==> src/hdl/paq_pkg.sv <==
// Shared types, codes and constants for the priority admission queue.
// No dependencies; paq_ctrl, paq_dp and the top level import this package.
package paq_pkg;

  // default store depth
  localparam int QUEUE_DEPTH_DEF = 16;

  // field widths
  localparam int KIND_W    = 2;
  localparam int STATION_W = 4;
  localparam int PRIO_W    = 3;
  localparam int LENGTH_W  = 10;
  localparam int LOAD_W    = 7;
  localparam int STATUS_W  = 3;
  localparam int HCNT_W    = 4;
  localparam int TICKS_W   = 4;
  localparam int OCC_W     = 5;
  localparam int KEY_W     = PRIO_W + 1 + LENGTH_W;

  // configuration port
  localparam int CFG_IDX_W  = 4;
  localparam int CFG_DATA_W = 7;

  localparam logic [CFG_IDX_W-1:0] CFG_OVERLOAD_LOAD     = 4'd0;
  localparam logic [CFG_IDX_W-1:0] CFG_OVERLOAD_MIN_PRIO = 4'd1;
  localparam logic [CFG_IDX_W-1:0] CFG_EMERG_MIN_PRIO    = 4'd2;
  localparam logic [CFG_IDX_W-1:0] CFG_EMERG_LOAD        = 4'd3;
  localparam logic [CFG_IDX_W-1:0] CFG_EMERG_TICKS       = 4'd4;
  localparam logic [CFG_IDX_W-1:0] CFG_SCALE_DOWN_LOAD   = 4'd5;
  localparam logic [CFG_IDX_W-1:0] CFG_MIN_HANDLERS      = 4'd6;
  localparam logic [CFG_IDX_W-1:0] CFG_MAX_HANDLERS      = 4'd7;

  // register reset values
  localparam logic [LOAD_W-1:0]  RST_OVERLOAD_LOAD     = 7'd80;
  localparam logic [PRIO_W-1:0]  RST_OVERLOAD_MIN_PRIO = 3'd3;
  localparam logic [PRIO_W-1:0]  RST_EMERG_MIN_PRIO    = 3'd2;
  localparam logic [LOAD_W-1:0]  RST_EMERG_LOAD        = 7'd95;
  localparam logic [TICKS_W-1:0] RST_EMERG_TICKS       = 4'd3;
  localparam logic [LOAD_W-1:0]  RST_SCALE_DOWN_LOAD   = 7'd50;
  localparam logic [HCNT_W-1:0]  RST_MIN_HANDLERS      = 4'd5;
  localparam logic [HCNT_W-1:0]  RST_MAX_HANDLERS      = 4'd10;
  localparam logic [HCNT_W-1:0]  RST_HANDLER_COUNT     = 4'd5;

  // operation codes
  localparam logic [KIND_W-1:0] KIND_PUSH = 2'd0;
  localparam logic [KIND_W-1:0] KIND_POP  = 2'd1;
  localparam logic [KIND_W-1:0] KIND_TICK = 2'd2;

  // result status codes
  localparam logic [STATUS_W-1:0] RES_STORED   = 3'd0;
  localparam logic [STATUS_W-1:0] RES_OVL_DROP = 3'd1;
  localparam logic [STATUS_W-1:0] RES_EMG_DROP = 3'd2;
  localparam logic [STATUS_W-1:0] RES_FULL     = 3'd3;
  localparam logic [STATUS_W-1:0] RES_POPPED   = 3'd4;
  localparam logic [STATUS_W-1:0] RES_EMPTY    = 3'd5;
  localparam logic [STATUS_W-1:0] RES_TICK     = 3'd6;

  typedef struct packed {
    logic [KIND_W-1:0]    kind;
    logic [STATION_W-1:0] station;
    logic [PRIO_W-1:0]    prio;
    logic                 critical;
    logic [LENGTH_W-1:0]  length;
    logic [LOAD_W-1:0]    load_percent;
  } in_item_t;

  typedef struct packed {
    logic [STATUS_W-1:0]  status;
    logic [STATION_W-1:0] out_station;
    logic [PRIO_W-1:0]    out_prio;
    logic                 out_critical;
    logic [LENGTH_W-1:0]  out_length;
    logic [HCNT_W-1:0]    handlers;
    logic                 emergency;
    logic [OCC_W-1:0]     occupancy;
  } out_item_t;

  // stored report, station in the high bits
  typedef struct packed {
    logic [STATION_W-1:0] station;
    logic [PRIO_W-1:0]    prio;
    logic                 critical;
    logic [LENGTH_W-1:0]  length;
  } entry_t;

  // controller to datapath
  typedef struct packed {
    logic                latch;
    logic                set_code;
    logic [STATUS_W-1:0] code;
    logic                advance;
    logic                push_write;
    logic                rd_en;
    logic                pop_take;
    logic                tick;
    logic                emit;
  } dp_cmd_t;

  // datapath to controller
  typedef struct packed {
    logic [KIND_W-1:0] kind;
    logic              drop_ovl;
    logic              drop_emg;
    logic              full;
    logic              empty;
    logic              slot_free;
    logic              scan_last;
    logic              out_free;
  } dp_sts_t;

  // ordering key, smaller is better: priority, then critical, then length
  function automatic logic [KEY_W-1:0] entry_key(entry_t e);
    entry_key = {e.prio, ~e.critical, e.length};
  endfunction

endpackage

==> src/hdl/paq_ram.sv <==
// Generic single-port-write, single-port-read RAM with registered read data.
// No dependencies.
module paq_ram #(
  parameter int WIDTH = 18,
  parameter int DEPTH = 16
) (
  input  logic                     clk,
  input  logic                     we,
  input  logic [$clog2(DEPTH)-1:0] waddr,
  input  logic [WIDTH-1:0]         wdata,
  input  logic                     re,
  input  logic [$clog2(DEPTH)-1:0] raddr,
  output logic [WIDTH-1:0]         rdata
);

  logic [WIDTH-1:0] mem [DEPTH];

  // write port
  always_ff @(posedge clk) begin
    if (we) begin
      mem[waddr] <= wdata;
    end
  end

  // registered read port
  always_ff @(posedge clk) begin
    if (re) begin
      rdata <= mem[raddr];
    end
  end

endmodule

==> src/hdl/paq_ctrl.sv <==
// Sequencer of the priority admission queue: decodes each item and steps
// the datapath through push search, pop scan and result hand-off. Uses paq_pkg.
module paq_ctrl (
  input  logic             clk,
  input  logic             rst_n,
  input  logic             in_valid,
  output logic             in_stall,
  input  paq_pkg::dp_sts_t sts,
  output paq_pkg::dp_cmd_t cmd
);
  import paq_pkg::*;

  localparam logic [2:0] S_IDLE      = 3'd0;
  localparam logic [2:0] S_PUSH_SCAN = 3'd1;
  localparam logic [2:0] S_POP_SCAN  = 3'd2;
  localparam logic [2:0] S_POP_LAST  = 3'd3;
  localparam logic [2:0] S_POP_TAKE  = 3'd4;
  localparam logic [2:0] S_DONE      = 3'd5;

  logic [2:0] state_r;
  logic [2:0] state_nxt;

  // items are taken only between operations
  assign in_stall = (state_r != S_IDLE);

  // next state and datapath commands
  always_comb begin
    cmd       = '0;
    state_nxt = state_r;
    case (state_r)
      S_IDLE: begin
        if (in_valid) begin
          cmd.latch = 1'b1;
          case (sts.kind)
            KIND_PUSH: begin
              if (sts.drop_ovl) begin
                cmd.set_code = 1'b1;
                cmd.code     = RES_OVL_DROP;
                state_nxt    = S_DONE;
              end else if (sts.drop_emg) begin
                cmd.set_code = 1'b1;
                cmd.code     = RES_EMG_DROP;
                state_nxt    = S_DONE;
              end else if (sts.full) begin
                cmd.set_code = 1'b1;
                cmd.code     = RES_FULL;
                state_nxt    = S_DONE;
              end else begin
                state_nxt = S_PUSH_SCAN;
              end
            end
            KIND_POP: begin
              if (sts.empty) begin
                cmd.set_code = 1'b1;
                cmd.code     = RES_EMPTY;
                state_nxt    = S_DONE;
              end else begin
                state_nxt = S_POP_SCAN;
              end
            end
            KIND_TICK: begin
              cmd.tick     = 1'b1;
              cmd.set_code = 1'b1;
              cmd.code     = RES_TICK;
              state_nxt    = S_DONE;
            end
            default: begin
              // unused operation code: dropped without a result
              state_nxt = S_IDLE;
            end
          endcase
        end
      end
      S_PUSH_SCAN: begin
        // walk up from slot zero to the first free slot
        if (sts.slot_free) begin
          cmd.push_write = 1'b1;
          cmd.set_code   = 1'b1;
          cmd.code       = RES_STORED;
          state_nxt      = S_DONE;
        end else begin
          cmd.advance = 1'b1;
        end
      end
      S_POP_SCAN: begin
        cmd.rd_en   = 1'b1;
        cmd.advance = 1'b1;
        if (sts.scan_last) begin
          state_nxt = S_POP_LAST;
        end
      end
      S_POP_LAST: begin
        // last read data is compared here
        state_nxt = S_POP_TAKE;
      end
      S_POP_TAKE: begin
        cmd.pop_take = 1'b1;
        cmd.set_code = 1'b1;
        cmd.code     = RES_POPPED;
        state_nxt    = S_DONE;
      end
      S_DONE: begin
        if (sts.out_free) begin
          cmd.emit  = 1'b1;
          state_nxt = S_IDLE;
        end
      end
      default: begin
        state_nxt = S_IDLE;
      end
    endcase
  end

  // state register
  always_ff @(posedge clk) begin
    if (!rst_n) begin
      state_r <= S_IDLE;
    end else begin
      state_r <= state_nxt;
    end
  end

endmodule

==> src/hdl/paq_dp.sv <==
// Datapath of the priority admission queue: configuration registers, slot
// store and valid bits, best-entry scan, load tracking and result register.
// Uses paq_pkg and paq_ram.
module paq_dp #(
  parameter int QUEUE_DEPTH = paq_pkg::QUEUE_DEPTH_DEF
) (
  input  logic                            clk,
  input  logic                            rst_n,
  input  paq_pkg::in_item_t               in_data,
  input  logic                            cfg_we,
  input  logic [paq_pkg::CFG_IDX_W-1:0]   cfg_index,
  input  logic [paq_pkg::CFG_DATA_W-1:0]  cfg_data,
  input  paq_pkg::dp_cmd_t                cmd,
  output paq_pkg::dp_sts_t                sts,
  output logic                            out_valid,
  input  logic                            out_stall,
  output paq_pkg::out_item_t              out_data
);
  import paq_pkg::*;

  localparam int IDX_W = $clog2(QUEUE_DEPTH);
  localparam int CNT_W = $clog2(QUEUE_DEPTH + 1);
  localparam int ENT_W = $bits(entry_t);

  // configuration registers
  logic [LOAD_W-1:0]  ovl_load_r;
  logic [PRIO_W-1:0]  ovl_prio_r;
  logic [PRIO_W-1:0]  emg_prio_r;
  logic [LOAD_W-1:0]  emg_load_r;
  logic [TICKS_W-1:0] emg_ticks_r;
  logic [LOAD_W-1:0]  sd_load_r;
  logic [HCNT_W-1:0]  min_hc_r;
  logic [HCNT_W-1:0]  max_hc_r;

  // queue state
  logic [QUEUE_DEPTH-1:0] valid_r;
  logic [CNT_W-1:0]       cnt_r;
  in_item_t               item_r;
  logic [IDX_W-1:0]       scan_idx_r;
  logic                   cmp_go_r;
  logic                   cmp_vld_r;
  logic [IDX_W-1:0]       cmp_idx_r;
  logic                   found_r;
  logic [IDX_W-1:0]       best_idx_r;
  entry_t                 best_ent_r;
  logic [STATUS_W-1:0]    res_code_r;
  entry_t                 wr_ent;
  logic [ENT_W-1:0]       rd_raw;
  entry_t                 rd_ent;
  logic                   better;

  // load tracking
  logic [LOAD_W-1:0]  stored_load_r;
  logic [TICKS_W-1:0] over_cnt_r;
  logic [TICKS_W-1:0] over_cnt_nxt;
  logic               emerg_r;
  logic               emerg_nxt;
  logic [HCNT_W-1:0]  hc_r;
  logic [HCNT_W-1:0]  hc_nxt;

  // result register
  logic                   out_valid_r;
  out_item_t              out_data_r;
  logic [CNT_W+OCC_W-1:0] occ_wide;

  // configuration writes
  always_ff @(posedge clk) begin
    if (!rst_n) begin
      ovl_load_r  <= RST_OVERLOAD_LOAD;
      ovl_prio_r  <= RST_OVERLOAD_MIN_PRIO;
      emg_prio_r  <= RST_EMERG_MIN_PRIO;
      emg_load_r  <= RST_EMERG_LOAD;
      emg_ticks_r <= RST_EMERG_TICKS;
      sd_load_r   <= RST_SCALE_DOWN_LOAD;
      min_hc_r    <= RST_MIN_HANDLERS;
      max_hc_r    <= RST_MAX_HANDLERS;
    end else if (cfg_we) begin
      case (cfg_index)
        CFG_OVERLOAD_LOAD:     ovl_load_r  <= cfg_data[LOAD_W-1:0];
        CFG_OVERLOAD_MIN_PRIO: ovl_prio_r  <= cfg_data[PRIO_W-1:0];
        CFG_EMERG_MIN_PRIO:    emg_prio_r  <= cfg_data[PRIO_W-1:0];
        CFG_EMERG_LOAD:        emg_load_r  <= cfg_data[LOAD_W-1:0];
        CFG_EMERG_TICKS:       emg_ticks_r <= cfg_data[TICKS_W-1:0];
        CFG_SCALE_DOWN_LOAD:   sd_load_r   <= cfg_data[LOAD_W-1:0];
        CFG_MIN_HANDLERS:      min_hc_r    <= cfg_data[HCNT_W-1:0];
        CFG_MAX_HANDLERS:      max_hc_r    <= cfg_data[HCNT_W-1:0];
        default: begin
        end
      endcase
    end
  end

  // report store
  assign wr_ent = '{station:  item_r.station,
                    prio:     item_r.prio,
                    critical: item_r.critical,
                    length:   item_r.length};

  paq_ram #(
    .WIDTH (ENT_W),
    .DEPTH (QUEUE_DEPTH)
  ) u_store (
    .clk   (clk),
    .we    (cmd.push_write),
    .waddr (scan_idx_r),
    .wdata (wr_ent),
    .re    (cmd.rd_en),
    .raddr (scan_idx_r),
    .rdata (rd_raw)
  );

  assign rd_ent = entry_t'(rd_raw);

  // current entry beats the best so far only when strictly smaller
  assign better = cmp_go_r && cmp_vld_r &&
                  (!found_r || (entry_key(rd_ent) < entry_key(best_ent_r)));

  // valid bits, occupancy count, compare enable and found flag
  always_ff @(posedge clk) begin
    if (!rst_n) begin
      valid_r  <= '0;
      cnt_r    <= '0;
      cmp_go_r <= 1'b0;
      found_r  <= 1'b0;
    end else begin
      cmp_go_r <= cmd.rd_en;
      if (cmd.latch) begin
        found_r <= 1'b0;
      end else if (better) begin
        found_r <= 1'b1;
      end
      if (cmd.push_write) begin
        valid_r[scan_idx_r] <= 1'b1;
        cnt_r               <= cnt_r + CNT_W'(1);
      end else if (cmd.pop_take) begin
        valid_r[best_idx_r] <= 1'b0;
        cnt_r               <= cnt_r - CNT_W'(1);
      end
    end
  end

  // scan payload registers
  always_ff @(posedge clk) begin
    if (cmd.latch) begin
      item_r     <= in_data;
      scan_idx_r <= '0;
    end else if (cmd.advance) begin
      scan_idx_r <= scan_idx_r + IDX_W'(1);
    end
    cmp_vld_r <= valid_r[scan_idx_r];
    cmp_idx_r <= scan_idx_r;
    if (better) begin
      best_idx_r <= cmp_idx_r;
      best_ent_r <= rd_ent;
    end
    if (cmd.set_code) begin
      res_code_r <= cmd.code;
    end
  end

  // tick: handler scaling and over-limit counting
  always_comb begin
    hc_nxt = hc_r;
    if ((in_data.load_percent > ovl_load_r) && (hc_r < max_hc_r)) begin
      hc_nxt = hc_r + HCNT_W'(1);
    end else if ((in_data.load_percent < sd_load_r) && (hc_r > min_hc_r)) begin
      hc_nxt = hc_r - HCNT_W'(1);
    end
    if (in_data.load_percent > emg_load_r) begin
      over_cnt_nxt = (over_cnt_r == {TICKS_W{1'b1}}) ? over_cnt_r
                                                     : over_cnt_r + TICKS_W'(1);
      emerg_nxt    = (over_cnt_nxt > emg_ticks_r) ? 1'b1 : emerg_r;
    end else begin
      over_cnt_nxt = '0;
      emerg_nxt    = 1'b0;
    end
  end

  always_ff @(posedge clk) begin
    if (!rst_n) begin
      stored_load_r <= '0;
      over_cnt_r    <= '0;
      emerg_r       <= 1'b0;
      hc_r          <= RST_HANDLER_COUNT;
    end else if (cmd.tick) begin
      stored_load_r <= in_data.load_percent;
      over_cnt_r    <= over_cnt_nxt;
      emerg_r       <= emerg_nxt;
      hc_r          <= hc_nxt;
    end
  end

  // result register
  assign occ_wide = {{OCC_W{1'b0}}, cnt_r};

  always_ff @(posedge clk) begin
    if (!rst_n) begin
      out_valid_r <= 1'b0;
    end else if (cmd.emit) begin
      out_valid_r <= 1'b1;
    end else if (!out_stall) begin
      out_valid_r <= 1'b0;
    end
  end

  always_ff @(posedge clk) begin
    if (cmd.emit) begin
      out_data_r.status <= res_code_r;
      if (res_code_r == RES_POPPED) begin
        out_data_r.out_station  <= best_ent_r.station;
        out_data_r.out_prio     <= best_ent_r.prio;
        out_data_r.out_critical <= best_ent_r.critical;
        out_data_r.out_length   <= best_ent_r.length;
      end else begin
        out_data_r.out_station  <= '0;
        out_data_r.out_prio     <= '0;
        out_data_r.out_critical <= 1'b0;
        out_data_r.out_length   <= '0;
      end
      out_data_r.handlers  <= hc_r;
      out_data_r.emergency <= emerg_r;
      out_data_r.occupancy <= occ_wide[OCC_W-1:0];
    end
  end

  assign out_valid = out_valid_r;
  assign out_data  = out_data_r;

  // status toward the sequencer
  assign sts.kind      = in_data.kind;
  assign sts.drop_ovl  = (stored_load_r > ovl_load_r) && !in_data.critical &&
                         (in_data.prio > ovl_prio_r);
  assign sts.drop_emg  = emerg_r && (in_data.prio > emg_prio_r) && !in_data.critical;
  assign sts.full      = (cnt_r == CNT_W'(QUEUE_DEPTH));
  assign sts.empty     = (cnt_r == '0);
  assign sts.slot_free = !valid_r[scan_idx_r];
  assign sts.scan_last = (scan_idx_r == IDX_W'(QUEUE_DEPTH - 1));
  assign sts.out_free  = !out_valid_r || !out_stall;

endmodule

==> src/hdl/priority_admission_queue.sv <==
// Bounded priority queue of station reports with load-based admission control.
// An item is taken only while the block is idle. A load tick, a dropped or
// refused push and a pop of an empty queue go straight to the result; an
// unused code is dropped with no result; a stored push walks the valid bits
// from slot zero to the lowest free slot; a pop reads every slot through
// the RAM's single read port, one slot per cycle, then takes the best. A finished
// result sits in an output register, so the next item is accepted while it
// waits; the cycle that would deliver a further result waits for it to go.
// Depends on paq_pkg, paq_ctrl, paq_dp and paq_ram.
module priority_admission_queue #(
  parameter int QUEUE_DEPTH = paq_pkg::QUEUE_DEPTH_DEF
) (
  input  logic                           clk,
  input  logic                           rst_n,
  input  logic                           in_valid,
  output logic                           in_stall,
  input  paq_pkg::in_item_t              in_data,
  output logic                           out_valid,
  input  logic                           out_stall,
  output paq_pkg::out_item_t             out_data,
  input  logic                           cfg_valid,
  output logic                           cfg_ready,
  input  logic [paq_pkg::CFG_IDX_W-1:0]  cfg_index,
  input  logic [paq_pkg::CFG_DATA_W-1:0] cfg_data
);
  import paq_pkg::*;

  dp_cmd_t cmd;
  dp_sts_t sts;
  logic    cfg_we;

  // configuration writes are always taken
  assign cfg_ready = 1'b1;
  assign cfg_we    = cfg_valid && cfg_ready;

  paq_ctrl u_ctrl (
    .clk      (clk),
    .rst_n    (rst_n),
    .in_valid (in_valid),
    .in_stall (in_stall),
    .sts      (sts),
    .cmd      (cmd)
  );

  paq_dp #(
    .QUEUE_DEPTH (QUEUE_DEPTH)
  ) u_dp (
    .clk       (clk),
    .rst_n     (rst_n),
    .in_data   (in_data),
    .cfg_we    (cfg_we),
    .cfg_index (cfg_index),
    .cfg_data  (cfg_data),
    .cmd       (cmd),
    .sts       (sts),
    .out_valid (out_valid),
    .out_stall (out_stall),
    .out_data  (out_data)
  );

  // report fields are zero on every result other than a pop
  a_zero_payload: assert property (@(posedge clk) disable iff (!rst_n)
    (out_valid && (out_data.status != RES_POPPED)) |->
      ((out_data.out_station == '0) && (out_data.out_prio == '0) &&
       (out_data.out_critical == 1'b0) && (out_data.out_length == '0)))
    else $error("report fields set on a non-pop result");

  // an empty pop leaves nothing stored
  a_empty_occ: assert property (@(posedge clk) disable iff (!rst_n)
    (out_valid && (out_data.status == RES_EMPTY)) |-> (out_data.occupancy == '0))
    else $error("empty result with nonzero occupancy");

  // a refused push only happens with every slot in use
  a_full_occ: assert property (@(posedge clk) disable iff (!rst_n)
    (out_valid && (out_data.status == RES_FULL)) |->
      (out_data.occupancy == OCC_W'(QUEUE_DEPTH)))
    else $error("full result with free slots");

  // a new result is only loaded once the previous transfer is done
  a_no_overwrite: assert property (@(posedge clk) disable iff (!rst_n)
    cmd.emit |-> (!out_valid || !out_stall))
    else $error("result register overwritten while stalled");

endmodule
==> config.mk <==
export PLATFORM = sky130hd
export DESIGN_NAME = priority_admission_queue
export DESIGN_NICKNAME = d
export VERILOG_FILES = /design/src/hdl/paq_pkg.sv /design/src/hdl/paq_ram.sv /design/src/hdl/paq_ctrl.sv /design/src/hdl/paq_dp.sv /design/src/hdl/priority_admission_queue.sv
export SDC_FILE = /design/constraint.sdc
export NUM_CORES = 1
export LEC_CHECK = 0
export BUFFER_PORTS_ARGS = -buffer_cell sky130_fd_sc_hd__clkbuf_2
export CORE_AREA = 2 2 227 162
export CTS_BUF_LIST = sky130_fd_sc_hd__clkbuf_8
export CTS_CLUSTER_DIAMETER = 60
export DETAILED_ROUTE_END_ITERATION = 16
export DIE_AREA = 0 0 229 164
export HOLD_SLACK_MARGIN = 0.03
export MAX_ROUTING_LAYER = met4
export PLACE_DENSITY = 0.68
export SYNTH_ARGS = -nofsm -noshare
export SYNTH_HDL_FRONTEND = slang
export SYNTH_SLANG_ARGS = --single-unit
==> constraint.sdc <==
create_clock -name clk -period 8.8 [get_ports clk]
set_input_delay 1.76 -clock clk [delete_from_list [all_inputs] [get_ports clk]]
set_output_delay 1.76 -clock clk [all_outputs]
set_load 0.05 [all_outputs]
# ---- Word-level counts from Yosys, hierarchy flattened
# Memory sizes are Yosys's and may differ from the RTL's. A register that Yosys moved wholly into a read port is not among the register bits.
# Cells that the tools add are included.
dict set report totals {
  register_bits 165
  ramBits 288
  elab_cells 175
  memories 1
}
dict set report op_classes {
  n_addsub 6
  n_lt_le_gt_ge 14
  eq_ne 24
  mux 50
  bitwise_logic 6
  reduce_logical 35
}
# memory words word_bits read_ports rd_clocked_by_memory_dff write_ports line
set mem_list {}
lappend mem_list {u_dp.u_store.mem 16 18 1 1 1 paq_ram.sv:16} ;# logic [WIDTH-1:0] mem [DEPTH];
# operator count
set ops {}
lappend ops {{2-to-1 mux 4 bit} 9}
lappend ops {{2-to-1 mux 16 bit} 2}
lappend ops {{2-to-1 mux 3 bit} 8}
lappend ops {{one-hot mux 4 bit (3 select lines)} 2}
lappend ops {{> comparator 7 bit} 3}
lappend ops {{2-to-1 mux 1 bit} 20}
lappend ops {{AND reduction 2 bit} 10}
lappend ops {{one-hot mux 3 bit (6 select lines)} 1}
lappend ops {{AND 16 bit} 1}
lappend ops {{equality test 4 x 3 -> 1 bit, second input constant} 4}
lappend ops {{NOT 16 bit} 1}
lappend ops {{bitwise OR 16 bit} 1}
lappend ops {{2-to-1 mux 5 bit} 3}
lappend ops {{< comparator 14 bit} 1}
lappend ops {{adder 4 x 1 -> 4 bit, second input constant} 3}
lappend ops {{logical AND 1 bit} 10}
lappend ops {{< comparator 4 x 5 -> 1 bit, second input constant} 2}
lappend ops {{!= test 2 bit, second input constant} 5}
lappend ops {{equality test 3 bit, second input constant} 3}
lappend ops {{one-hot mux 3 bit (3 select lines)} 1}
lappend ops {{demux 1 bit (select 4 bit)} 2}
lappend ops {{equality test 4 x 2 -> 1 bit, second input constant} 2}
lappend ops {{equality test 4 bit, second input constant} 2}
lappend ops {{>= comparator 4 x 1 -> 1 bit, second input constant} 2}
lappend ops {{other kinds (27)} 37}

# ---- Depth between registers and ports, before layout
dict set report depth {
  ltp_word 9
  ltp_mapped 11
  mapped_depth_nobuf 11
}

# ---- Cells and area by module
# Synthesis repeated with hierarchy kept, for this count alone.
dict set report hier_totals {
  cells_unflattened 1211
  hier_area_um2 19373.6
}
# module n_inst cells_per_inst area_each_um2 seq_area_each_um2
set by_module_without_submodules {}
lappend by_module_without_submodules {paq_ram 1 482 11502.3 9188.8}
lappend by_module_without_submodules {paq_dp 1 670 7458.4 3983.8}
lappend by_module_without_submodules {paq_ctrl 1 57 401.6 60.1}
lappend by_module_without_submodules {priority_admission_queue 1 2 11.3 0.0}

# ---- Least setup slack after synthesis
# No wires, ideal clock.
dict set report synth_timing {
  kind {input -> register}
  from {in in_data[6] (netlist bit)}
  to {reg u_dp.hc_r[3]}
  setup_ns 0.072
  arrival_ns 3.836
  required_ns 8.728
  slack_ns 4.892
  stages 10
  n_path_buf 0
  cell_sequence {ha_1 and4_1 a21boi_0 o221ai_1 ha_1 a21o_1 a21oi_1 and3_1 a31o_2 mux2i_1}
}
dict set report synth_between {
  elab_chain_len 4
  elab_cells_between_ends 7
  cone_classes {2 x order compare; 1 x mux; 4 x reduce/logical}
}
# item line
set synth_rtl {}
lappend synth_rtl {{from (decl)} priority_admission_queue.sv:17} ;# input paq_pkg::in_item_t in_data,
lappend synth_rtl {{< comparator 7 bit or > comparator 7 bit (tied branches)} {paq_dp.sv:166, paq_dp.sv:164}}
lappend synth_rtl {{logical AND 1 bit, on equally long branches} {paq_dp.sv:166, paq_dp.sv:164}}
lappend synth_rtl {{nonzero test 2 bit (no source line)} --}
lappend synth_rtl {{AND reduction 2 bit (no source line)} --}
lappend synth_rtl {{to (signal assigned)} paq_dp.sv:189} ;# hc_r <= hc_nxt;
lappend synth_rtl {{to (decl)} paq_dp.sv:58} ;# logic [HCNT_W-1:0] hc_r;
# Several ways; a longest one is shown, not always the timed one.
# A chain may end at the register's enable or synchronous reset.

# ---- Worst setup path after layout
# Same ends and word-level chain as after synthesis.

==> run_results.csv <==
group,metric,value,unit
critical_path,r2r_slack,5.27,ns
synthesis,syn-instance-count,1147,
routing,top_layer,"met4",
flow_run,max_cap_viol_count,0,
hold_path,hold_start,"u_dp.cmp_idx_r[2]$_DFF_P_",
timing,tightest_slew,1.22,ns
timing,rsz0062_at_grt,"false",
timing,setup_slack,5.02,ns
global_routing,grt_pass1_wl,61000,um
timing,timing.hold.ws,0.403,ns
routing,drtAntennaViolNets,0,
synthesis,synthFlopType,"edfxtp_1",
critical_path,required,9.35,ns
routing,dr_wl_met3,3030,um
synthesis,ys_top_cells_by_count,"380 x edfxtp_1, 95 x mux4_2, 91 x dfxtp_1",
floorplan,core,35400,um^2
synthesis,yosysTopAreaCell,"edfxtp_1",
clock_network,cts_root_buf,"clkbuf_8",
critical_path,reg2reg_from,"u_dp.scan_idx_r[3]$_SDFFE_PP0P_",
timing,maxSlewViolCount,0,
synthesis,avgSynthCellArea,16.8,um^2
critical_path,crit_type,"primary input to flop",
placement,port_buffers,75,
global_routing,antenna_found_initial,1,
floorplan,rows,58,
critical_path,worst-path-buf-inv,1,
finish,drive_gt1_frac,0.238,
synthesis,yosys_warnings,0,
timing,finalSetupTns,0,ns
critical_path,worstSetupStartpointType,"primary input",
global_routing,grt_max_degree,52,
routing,drt-total-wl,40400,um
outcome,status,"complete, no violations",
routing,wire_per_inst,22.4,um
routing,drtIter0Drc,1001,
critical_path,worstPathArrival,4.33,ns
placement,dp_cells,1674,
critical_path,cp_slowest_cell,"o221ai_1",
power,vdd_ir_drop_max,0.158,mV
global_routing,track_usage,0.227,
timing,max_slew_margin,0.185,
timing,finalSetupViolCount,0,
power,power_leakage,0.00760,uW
finish,area_delta_synth_final,11.8,%
placement,place.gp.congestion,0.846,
synthesis,async_flop_share,0,
routing,dr.pass1.iters,5,
global_routing,grt_pass1_vias,9976,
synthesis,synth_edf_count,380,
clock_network,ctsResizeCount,0,
finish,stdcell_count,1801,
clock_network,cts_setup_buffers,0,
synthesis,ys_seq_area_frac,0.688,
critical_path,crit_path_cell_trace,"clkbuf_2 -> ha_1 -> and4_1 -> a21boi_0 -> o221ai_1 -> ha_1 -> a21o_1 -> a21oi_1 -> and3_1 -> a31o_2 -> mux2i_1",
floorplan,start_util,0.543,
clock_network,clock_path_buffers,3,
clock_network,clock_sinks,471,
clock_network,cts_buffers,72,
floorplan,ios,77,
clock_network,htree_num_levels,3,
timing,max_freq,0.265,GHz
floorplan,dieArea,37600,um^2
synthesis,synth_top_area_share,0.593,
synthesis,synth_fp_nets,1259,
placement,dp_slack,4.43,ns
critical_path,crit_fanout,6,
critical_path,cpMostUsedCell,"ha_1",
clock_network,cts_tree,"done",
hold_path,hold_path.class,"flop to flop",
routing,dr_total_vias,10330,
synthesis,yosysUniqueCellTypes,62,
synthesis,synth_area_leaders,"edfxtp_1 59%, mux4_2 11%, dfxtp_1 9.5%",
routing,wl_met1,19300,um
routing,drc_errors,0,
synthesis,synth_most_common_cell,"edfxtp_1",
clock_network,clk_latency,0.62,ns
clock_network,holdBufCountCts,0,
finish,diodes,0,
finish,nets,1380,
power,p_per_area,253,nW/um^2
critical_path,crit_start,"in_data[6]",
critical_path,critPathMaxStageDelay,0.56,ns
global_routing,grt-ovfl-total,0,
floorplan,die_h,164,um
critical_path,crit_path_end_kind,"flop",
timing,skew,0.0227,ns
critical_path,crit_family,"compound AO/OA/AOI/OAI gates",
placement,dp_hpwl,24600,um
synthesis,synth_area,19200,um^2
timing,finalHoldViolCount,0,
routing,via_per_inst,5.74,
synthesis,synth_seq_cells,471,
floorplan,die_w,229,um
clock_network,path_clk_slew,0.06,ns
timing,fin_crit_sh,0.430,
routing,met2_length,17500,um
timing,layout_min_cycle_time,3.78,ns
-- metal layers --
| layer | vias to the layer above | track usage |
|---|---|---|
| li1 | 4713 | - |
| met1 | 5215 | 0.335 |
| met2 | 343 | 0.318 |
| met3 | 59 | 0.0571 |
| met4 | 0 | 0.0602 |
| met5 | - | - |
-- stage by stage --
stage | utilization | total power (uW) | area (um^2)
2_1_floorplan | - | 3530 | 19200
3_3_place_gp | 0.571 | 3820 | 20200
3_5_place_dp | 0.571 | 3850 | 20200
4_1_cts | 0.607 | 5490 | 21500
5_1_grt | 0.607 | 5680 | 21500
6_report | 0.607 | 5430 | 21500
-- cell type report --
| type | instances | area (um^2) |
|---|---|---|
| Tap cell | 480 | 601 |
| Timing Repair Buffer | 95 | 526 |
| Fill cell | 2684 | 13900 |
| Inverter | 59 | 221 |
| Multi-Input combinational cell | 569 | 5620 |
| Clock buffer | 79 | 1090 |
| Sequential cell | 471 | 13200 |
| Clock inverter | 48 | 206 |
-- where the power goes --
part,switching (uW),internal (uW),total [uW]
Sequential,188,2640,2830
Combinational,525,437,962
Clock,818,826,1640
Total,1530,3900,5430
-- worst paths after layout --
kind / to / cells past startpoint
setup / recovery: u_dp.hc_r[3]$_SDFFE_PN0P_ / 11
hold / removal: u_dp.best_idx_r[2]$_DFFE_PP_ / 0
setup reg to reg: u_dp.cnt_r[4]$_SDFFE_PN0P_ / 10
hold reg to reg: u_dp.best_idx_r[2]$_DFFE_PP_ / 0
-- layout by cell type (no fill, tap or decap), drive strengths merged, types with 4 or more instances in the layout --
cell    netlist  routed
nor3         15      15
clkinv        0      17
o221a        16      16
mux4         96      96
and2         21      21
o211ai       12      12
a21o          7       7
a211oi        4       4
nand3b        8       8
xor2          5       5
edfxtp      380     380
nor4          4       4
dfxtp        91      91
clkbuf       33     154
nand2        74      74
nand4         6       6
nor3b         5       5
mux2i        33      33
o21ai        20      20
nand2b       14      14
nand3        14      14
inv          59      89
ha           67      67
nor2         54      54
nor2b        10      10
and3          5       5
buf          15      20
a31oi         4       4
a21oi        39      39
-- flip-flops by register name, indices dropped and copies added (netlist names), 4 cells and up --
register / cells
u_dp.cnt_r: 5
u_dp.max_hc_r: 4
u_dp.out_data: 31
u_dp.valid_r: 16
u_dp.hc_r: 4
u_dp.best_idx_r: 4
u_dp.u_store.mem: 288
u_dp.scan_idx_r: 4
u_dp.cmp_idx_r: 4
u_dp.ovl_load_r: 7
u_dp.u_store.rdata: 18
u_dp.best_ent_r: 18
u_dp.item_r: 18
u_dp.emg_load_r: 7
u_dp.min_hc_r: 4
u_dp.stored_load_r: 7
u_dp.sd_load_r: 7
u_dp.emg_ticks_r: 4
u_dp.over_cnt_r: 4
-- worst register-to-register path, delay by kind of cell, from the launching register on --
kind / cells / cell delay (ns)
compound gates: 3 / 0.62
xor+xnor: 1 / 0.16
fa+ha+maj: 1 / 0.41
buf+inv: 1 / 0.13
flops: 1 / 1.09
mux: 3 / 0.94
simple gates: 1 / 0.05
-- logic make-up (layout without fill, tap and decap cells) --
family	count (synthesis)	in the layout	synth area share
flip-flops	471	471	0.688
AND/OR/NAND/NOR	237	237	0.0653
multiplexers	130	130	0.131
AO/OA/AOI/OAI	125	125	0.0454
buffers and inverters	107	281	0.0220
adder cells (fa/ha/maj)	69	69	0.0456
XOR/XNOR	7	7	0.00319
other	1	1	0.000195
No activity file was read; power rests on OpenSTA's default activity.
